--- config.mk ---
export PLATFORM = sky130hd
export DESIGN_NAME = srtf_filter_flat
export DESIGN_NICKNAME = d
export VERILOG_FILES = /design/src/rtl/srtf_pkg.sv /design/src/rtl/srtf_ifs.sv /design/src/rtl/srtf_filter.sv /design/src/flat_wrapper.sv
export SDC_FILE = /design/constraint.sdc
export NUM_CORES = 2
export LEC_CHECK = 0
export BUFFER_PORTS_ARGS = -buffer_cell sky130_fd_sc_hd__buf_4
export CORE_MARGIN = 2
export CORE_UTILIZATION = 35
export CTS_BUF_LIST = sky130_fd_sc_hd__clkbuf_2
export DETAILED_ROUTE_END_ITERATION = 12
export PLACE_DENSITY = 0.62
export SETUP_SLACK_MARGIN = 0.05
export SLEW_MARGIN = 20
export SYNTH_ARGS = -nofsm -noshare
export SYNTH_HDL_FRONTEND = slang
export SYNTH_SLANG_ARGS = --single-unit
--- constraint.sdc ---
create_clock -name clock -period 16.2 [get_ports clock]
set_input_delay 3.24 -clock clock [delete_from_list [all_inputs] [get_ports clock]]
set_output_delay 3.24 -clock clock [all_outputs]
set_load 0.03 [all_outputs]
--- src/rtl/srtf_pkg.sv ---
// Shared constants, types and tap tables of the 3/5 sinc row resampler.
`default_nettype none
package srtf_pkg;

   localparam int EXTENT    = 7;
   localparam int COEF_BITS = 16;
   localparam int FRAC_BITS = COEF_BITS - 2;
   localparam int NTAPS     = 2 * EXTENT + 1;
   localparam int WIN_DEPTH = 31;
   localparam int WIN_IDX_W = 5;
   localparam int PIX_W     = 8;
   localparam int PROD_W    = PIX_W + 1 + COEF_BITS;
   localparam int ACC_W     = PROD_W + $clog2(NTAPS);
   localparam int GROUP     = 4;
   localparam int NGROUP    = (NTAPS + GROUP - 1) / GROUP;
   localparam int POS_W     = 16;
   localparam int CNT_W     = POS_W + 1;
   localparam int SCALE_W   = CNT_W + 2;
   localparam int IDX_W     = CNT_W + 2;
   localparam int PIX_MAX   = 255;

   localparam longint ONE_Q30     = 64'sd1 <<< 30;
   localparam longint HALF_PI_Q30 = 64'sd1686629713;

   typedef enum logic [1:0] {
      PHASE_COPY,
      PHASE_ONE_THIRD,
      PHASE_TWO_THIRDS
   } phase_type;

   typedef logic signed [COEF_BITS-1:0] coef_type;
   typedef logic [NTAPS-1:0][COEF_BITS-1:0] tap_set_type;

   typedef struct packed {
      logic [NTAPS-1:0][PIX_W-1:0] pixels;
      phase_type                   phase;
      logic                        last;
      logic                        tiny;
   } srtf_job_type;

   // shift-subtract quotient, truncated toward zero; used only for the tap tables
   function automatic longint div_trunc(longint num, longint den);
      logic [63:0] n_mag, d_mag, rem, quo;
      bit          neg;
      neg   = (num < 0) != (den < 0);
      n_mag = (num < 0) ? -num : num;
      d_mag = (den < 0) ? -den : den;
      rem   = '0;
      quo   = '0;
      for (int bit_i = 63; bit_i >= 0; bit_i--) begin
         rem = {rem[62:0], n_mag[bit_i]};
         quo = {quo[62:0], 1'b0};
         if (rem >= d_mag) begin
            rem    = rem - d_mag;
            quo[0] = 1'b1;
         end
      end
      return neg ? -$signed(quo) : $signed(quo);
   endfunction

   function automatic longint sin_q30(longint x);
      longint x2, term, sum;
      x2   = (x * x) >>> 30;
      term = x;
      sum  = x;
      for (int k = 1; k <= 8; k++) begin
         term = div_trunc((term * x2) >>> 30, (2 * k) * (2 * k + 1));
         if (k % 2 == 1) sum = sum - term;
         else sum = sum + term;
      end
      return sum;
   endfunction

   function automatic longint cos_q30(longint x);
      longint x2, term, sum;
      x2   = (x * x) >>> 30;
      term = ONE_Q30;
      sum  = ONE_Q30;
      for (int k = 1; k <= 8; k++) begin
         term = div_trunc((term * x2) >>> 30, (2 * k - 1) * (2 * k));
         if (k % 2 == 1) sum = sum - term;
         else sum = sum + term;
      end
      return sum;
   endfunction

   // quadrant-reduced sine (want_sin) or cosine of 2*pi*a/b in Q30
   function automatic longint turn(longint a, longint b, bit want_sin);
      longint am, q, r, x, sx, cx, res;
      am = a - div_trunc(a, b) * b;
      if (am < 0) am = am + b;
      q  = div_trunc(4 * am, b);
      r  = 4 * am - q * b;
      x  = div_trunc(HALF_PI_Q30 * r, b);
      sx = sin_q30(x);
      cx = cos_q30(x);
      case (q % 4)
         0: res = want_sin ? sx : cx;
         1: res = want_sin ? cx : -sx;
         2: res = want_sin ? -sx : -cx;
         default: res = want_sin ? -cx : sx;
      endcase
      return res;
   endfunction

   function automatic tap_set_type build_taps(int off);
      longint      s [NTAPS];
      longint      dc, mag, v, lim, n, sv, cv;
      tap_set_type h;
      dc  = 0;
      lim = (64'sd1 <<< (COEF_BITS - 1)) - 1;
      for (int t = 0; t < NTAPS; t++) begin
         n    = 3 * (t - EXTENT) - off;
         sv   = turn(n, 10, 1'b1);
         cv   = turn(n, 5 * NTAPS, 1'b0);
         s[t] = div_trunc(div_trunc(sv * (ONE_Q30 + cv), n), ONE_Q30);
         dc   = dc + s[t];
      end
      if (dc <= 0) dc = 1;
      for (int t = 0; t < NTAPS; t++) begin
         mag = (s[t] < 0) ? -s[t] : s[t];
         v   = div_trunc((mag <<< (FRAC_BITS + 1)) + dc, 2 * dc);
         if (s[t] < 0) v = -v;
         if (v > lim) v = lim;
         if (v < -lim - 1) v = -lim - 1;
         h[t] = v[COEF_BITS-1:0];
      end
      return h;
   endfunction

   function automatic tap_set_type unit_taps();
      tap_set_type h;
      h = '0;
      h[EXTENT] = COEF_BITS'(64'sd1 <<< FRAC_BITS);
      return h;
   endfunction

   localparam tap_set_type TAPS_COPY = unit_taps();
   localparam tap_set_type TAPS_ONE  = build_taps(5);
   localparam tap_set_type TAPS_TWO  = build_taps(10);

endpackage
`default_nettype wire

--- src/rtl/srtf_ifs.sv ---
// Valid/ready channel interfaces for pixel requests and resampled responses.
`default_nettype none


interface srtf_rsp_if;
   logic                       valid;
   logic                       ready;
   logic [srtf_pkg::PIX_W-1:0] pixel;
   logic                       row_last;
   logic                       row_too_short;
   modport source (output valid, output pixel, output row_last, output row_too_short,
                   input ready);
   modport sink (input valid, input pixel, input row_last, input row_too_short,
                 output ready);
endinterface
`default_nettype wire

--- src/rtl/srtf_filter.sv ---
// Multiply, sum, round and clamp pipeline that turns a gathered tap set into one pixel.
`default_nettype none
module srtf_filter (
   input  wire logic                   clock,
   input  wire logic                   reset,
   input  wire logic                   job_valid,
   input  wire srtf_pkg::srtf_job_type job,
   output logic                        advance,
   srtf_rsp_if.source                  rsp
);
   import srtf_pkg::*;

   tap_set_type               taps;
   logic signed [PROD_W-1:0]  prod_in [NTAPS];
   logic signed [PROD_W-1:0]  prod_ff [NTAPS];
   logic                      m_valid_ff, m_last_ff, m_tiny_ff;
   logic signed [ACC_W-1:0]   part_in [NGROUP];
   logic signed [ACC_W-1:0]   part_ff [NGROUP];
   logic                      a_valid_ff, a_last_ff, a_tiny_ff;
   logic signed [ACC_W-1:0]   sum_in;
   logic signed [ACC_W-1:0]   sum_ff;
   logic                      s_valid_ff, s_last_ff, s_tiny_ff;
   logic signed [ACC_W-1:0]   rnd;
   logic signed [ACC_W-1:0]   shifted;
   logic [PIX_W-1:0]          pixel_in;
   logic [PIX_W-1:0]          pixel_ff;
   logic                      out_valid_ff, out_last_ff, out_tiny_ff;

   // stall every stage while the response waits
   assign advance = !out_valid_ff || rsp.ready;

   always_comb begin
      case (job.phase)
         PHASE_COPY:       taps = TAPS_COPY;
         PHASE_ONE_THIRD:  taps = TAPS_ONE;
         PHASE_TWO_THIRDS: taps = TAPS_TWO;
         default:          taps = TAPS_COPY;
      endcase
      for (int t = 0; t < NTAPS; t++) begin
         prod_in[t] = PROD_W'($signed({1'b0, job.pixels[t]}) * $signed(taps[t]));
      end
   end

   always_comb begin
      for (int g = 0; g < NGROUP; g++) begin
         part_in[g] = '0;
         for (int k = 0; k < GROUP; k++) begin
            if (g * GROUP + k < NTAPS) begin
               part_in[g] = part_in[g] + ACC_W'(prod_ff[g * GROUP + k]);
            end
         end
      end
   end

   always_comb begin
      sum_in = '0;
      for (int g = 0; g < NGROUP; g++) begin
         sum_in = sum_in + part_ff[g];
      end
   end

   always_comb begin
      rnd     = sum_ff + (ACC_W'(1) <<< (FRAC_BITS - 1));
      shifted = rnd >>> FRAC_BITS;
      if (s_tiny_ff || rnd < 0) begin
         pixel_in = '0;
      end else if (shifted > ACC_W'(PIX_MAX)) begin
         pixel_in = PIX_W'(PIX_MAX);
      end else begin
         pixel_in = shifted[PIX_W-1:0];
      end
   end

   always_ff @(posedge clock) begin
      if (reset) begin
         m_valid_ff   <= 1'b0;
         a_valid_ff   <= 1'b0;
         s_valid_ff   <= 1'b0;
         out_valid_ff <= 1'b0;
      end else if (advance) begin
         m_valid_ff   <= job_valid;
         a_valid_ff   <= m_valid_ff;
         s_valid_ff   <= a_valid_ff;
         out_valid_ff <= s_valid_ff;
      end
   end

   always_ff @(posedge clock) begin
      if (advance) begin
         prod_ff     <= prod_in;
         m_last_ff   <= job.last;
         m_tiny_ff   <= job.tiny;
         part_ff     <= part_in;
         a_last_ff   <= m_last_ff;
         a_tiny_ff   <= m_tiny_ff;
         sum_ff      <= sum_in;
         s_last_ff   <= a_last_ff;
         s_tiny_ff   <= a_tiny_ff;
         pixel_ff    <= pixel_in;
         out_last_ff <= s_last_ff;
         out_tiny_ff <= s_tiny_ff;
      end
   end

   assign rsp.valid         = out_valid_ff;
   assign rsp.pixel         = pixel_ff;
   assign rsp.row_last      = out_last_ff;
   assign rsp.row_too_short = out_tiny_ff;

endmodule
`default_nettype wire

--- src/flat_wrapper.sv ---
// flat-port wrapper written by rule: the top's interface ports become plain ports
module srtf_filter_flat import srtf_pkg::*;
  (clock, reset, job_valid, job, advance, rsp_valid, rsp_pixel, rsp_row_last, rsp_row_too_short, rsp_ready);
  srtf_rsp_if rsp_i ();
  input  wire logic clock;
  input  wire logic reset;
  input  wire logic job_valid;
  input  wire srtf_pkg::srtf_job_type job;
  output logic advance;
  output wire logic [$bits(rsp_i.valid)-1:0] rsp_valid;
  output wire logic [$bits(rsp_i.pixel)-1:0] rsp_pixel;
  output wire logic [$bits(rsp_i.row_last)-1:0] rsp_row_last;
  output wire logic [$bits(rsp_i.row_too_short)-1:0] rsp_row_too_short;
  input wire logic [$bits(rsp_i.ready)-1:0] rsp_ready;
  assign rsp_valid = rsp_i.valid;
  assign rsp_pixel = rsp_i.pixel;
  assign rsp_row_last = rsp_i.row_last;
  assign rsp_row_too_short = rsp_i.row_too_short;
  assign rsp_i.ready = rsp_ready;
  srtf_filter u_core (.clock(clock), .reset(reset), .job_valid(job_valid), .job(job), .advance(advance), .rsp(rsp_i));
endmodule
==> summary.txt <==
Clock network
  • CTS buffer count: 133
  • CTS tree: built
  • CTS root buf: clkbuf_2
  • Clock transition at path regs: 80 ps
  • Post-CTS sizing: 0
  • Clk_lat worst skew: 1380 ps
  • Clock sink total: 447
  • Post-CTS setup buffers: 0
  • Clk buf depth: 3
  • H-tree levels: 4
  • Hold buffers post-CTS: 0

Status
  • Outcome: complete, no violations

Floorplanning
  • IO Count: 140
  • Width of the chip: 402 um
  • Initial Utilization: 35.2%
  • Die height: 402 um
  • Core Area: 158000 um^2
  • Die area: 162000 um^2
  • Row count: 146

STA
  • Worst slew pin tran: 997 ps
  • Final critical-path share of the clock period: 52.6%
  • Skew final: 116 ps
  • Sum Neg Setup Slack: 0 ps
  • Final Slew Violations: 0
  • Setup-failing EPs final: 0
  • Min cycle time layout: 8520 ps
  • Rel. slew slack: 33.6%
  • Fmax: 0.117 GHz
  • Unrepaired setup endpoints after global routing: no
  • Hold Vio Cnt, Final: 0

GRT
  • Pin count of the biggest net entering global routing: 168
  • Vias in the first global route: 39.2k
  • Initial antenna violation count: 9
  • Total Routing Usage GR: 15.7%
  • First-pass GRT wire length: 201000 um
  • Grt total ovfl: 0

Min path
  • Min-Delay Endpoint: u_core.a_tiny_ff
  • Hold WC Path Type: register to register
  • Hold_sp: u_core.m_tiny_ff
  • Hold path depth: 0

Synthesis
  • Sequential share of the synthesized area: 24.1%
  • #FFs+latches synth: 447
  • Warnings, synthesis: 0
  • Synthesized cell area: 55500 um^2
  • Post-Syn Instances: 5395
  • Synth area leaders: edfxtp_1 (24%), fa_1 (24%), ha_1 (20%)
  • Netlist cell types: 87
  • Share of the synthesized area in the top cell type: 24.0%
  • Prevailing post-synth register cell: edfxtp_1
  • Async set-or-reset flop fraction in the synthesized netlist: 0%
  • Post-synth net total: 7064
  • Number of synthesized flops with an enable pin: 443
  • Mapped Avg Cell Area: 10.3 um^2
  • Yosys top cell by area: edfxtp_1

Drt
  • Via density: 4.75
  • Iter 0 DRT Violations: 1933
  • WL per Instance: 15.8 um
  • Final WL: 123000 um
  • # DRC: 0
  • Final antenna-violating net count: 0
  • First-pass iteration count of the detailed router: 5
  • Routed vias: 37.0k

Worst setup path
  • Worst EP required: 17310 ps
  • CP Capture Type: register
  • Reg-to-reg endpoint: u_core.part_ff[57]
  • Arrival @ worst endpoint: 9620 ps
  • Worst r2r path cells: 21
  • Crit path kind: primary input to register
  • FF-to-FF setup slack: 9910 ps
  • Crit path launch type: primary input
  • Critical Path Fanout Max: 49
  • Crit Reg-Reg Startpoint: u_core.prod_ff[101]

Placement
  • GP Congestion: 0.870
  • DP HPWL: 105000 um
  • Port bufs: 123

Layout
  • Layout net count: 7291
  • FF+latch area: 13400 um^2
  • Layout cells sized above 1: 6.92%
  • Multi-input logic area: 37300 um^2
  • Commonest non-fill, non-tap cell in the layout: inv_1
  • Filler cell count: 15.7k
  • Commonest non-fill, non-tap cells in the layout: inv_1 (1242), ha_1 (880), fa_1 (659)
  • Synth-to-Final Area Change: 8.62%

Flow run
  • MaxCap Viol Count: 0
==> per-stage QoR <==
step	std cells	hold WS [ps]	utilization [%]	worst slack [ps]	area (um^2)
2_1_floorplan	5395	400	-	839	55500
3_3_place_gp	7559	406	37.4	6380	59000
3_5_place_dp	7559	412	37.4	6310	59000
4_1_cts	7791	448	38.2	7960	60300
5_1_grt	7798	456	38.2	7580	60300
6_report	7798	440	38.2	7680	60300
==> sequential cells by signal (all words and copies together) (netlist names) <==
register	count
u_core.m_last_ff	1
u_core.s_valid_ff	1
u_core.a_last_ff	1
u_core.rsp.row_last	1
u_core.part_ff	113
u_core.rsp.valid	1
u_core.m_tiny_ff	1
u_core.m_valid_ff	1
u_core.s_last_ff	1
u_core.rsp.row_too_short	1
u_core.s_tiny_ff	1
u_core.prod_ff	298
u_core.a_tiny_ff	1
u_core.a_valid_ff	1
u_core.sum_ff	16
u_core.rsp.pixel	8
==> worst max path at each step <==
stage / from / end / cells after the start / slack (ps)
2_1_floorplan: rsp_ready / advance / 3 / 840
3_3_place_gp: job[2] / u_core.prod_ff[174] / 21 / 6380
3_5_place_dp: job[2] / u_core.prod_ff[174] / 21 / 6310
4_1_cts: job[2] / u_core.prod_ff[174] / 21 / 7960
5_1_grt: job[2] / u_core.prod_ff[174] / 21 / 7580
6_report: job[2] / u_core.prod_ff[174] / 21 / 7680
==> cells in the mapped netlist (all sizes together) (30+ instances only) <==
cell,count
a21oi,244
or3,30
nand2b,68
nand2,231
nand3,71
edfxtp,443
a211oi,34
and2,120
nor3,76
a21o,101
xor2,70
xnor2,229
nor2,223
o21bai,30
fa,659
inv,1243
ha,882
o21ai,156
and3,31
clkbuf,40
o21a,47
nor2b,119
==> critical path: stages <==
cell	delay (ps)
buf_4	100
inv_1	60
ha_4	730
buf_4	570
nor2b_1	240
fa_1	570
inv_1	50
fa_1	490
fa_1	520
fa_1	490
inv_1	40
ha_1	340
a21o_1	190
a21o_1	180
a21oi_1	270
nor2_1	90
a221o_1	310
o21ba_2	220
a41o_1	260
o41ai_2	240
xnor2_1	310
==> layer usage <==
metal  track usage (%)  share of wire (%)  up-vias
met5                 0              0.023        -
met4              5.30                3.0        4
met3              2.57                3.8      154
met2              27.3                 49      593
met1              19.6                 44    18000
li1                  -                  -    18300
==> kinds of logic (layout without fill, tap and decap cells) <==
group,after synthesis,after routing,synth area share (%)
AO/OA/AOI/OAI,798,798,9.48
XOR/XNOR,299,299,4.73
adder cells (fa/ha/maj),1541,1541,43.7
buffers and inverters,1284,1608,8.69
flip-flops,447,447,24.1
multiplexers,6,6,0.108
other,0,7,0
AND/OR/NAND/NOR,1020,1020,9.22
==> area by class of cell <==
| cell class | instances | share of cell area (%) |
|---|---|---|
| clock inverter | 56 | 0.658 |
| multi-input combinational | 3664 | 61.9 |
| sequential | 447 | 22.2 |
| tap | 2072 | 4.30 |
| timing repair buffer | 133 | 1.68 |
| clock buffer | 176 | 1.46 |
| antenna | 7 | 0.0291 |
| inverter | 1243 | 7.75 |
Power is left out: the tool's default activity adds up to more than one toggle a clock period on the data nets, which glitch-free logic cannot reach.
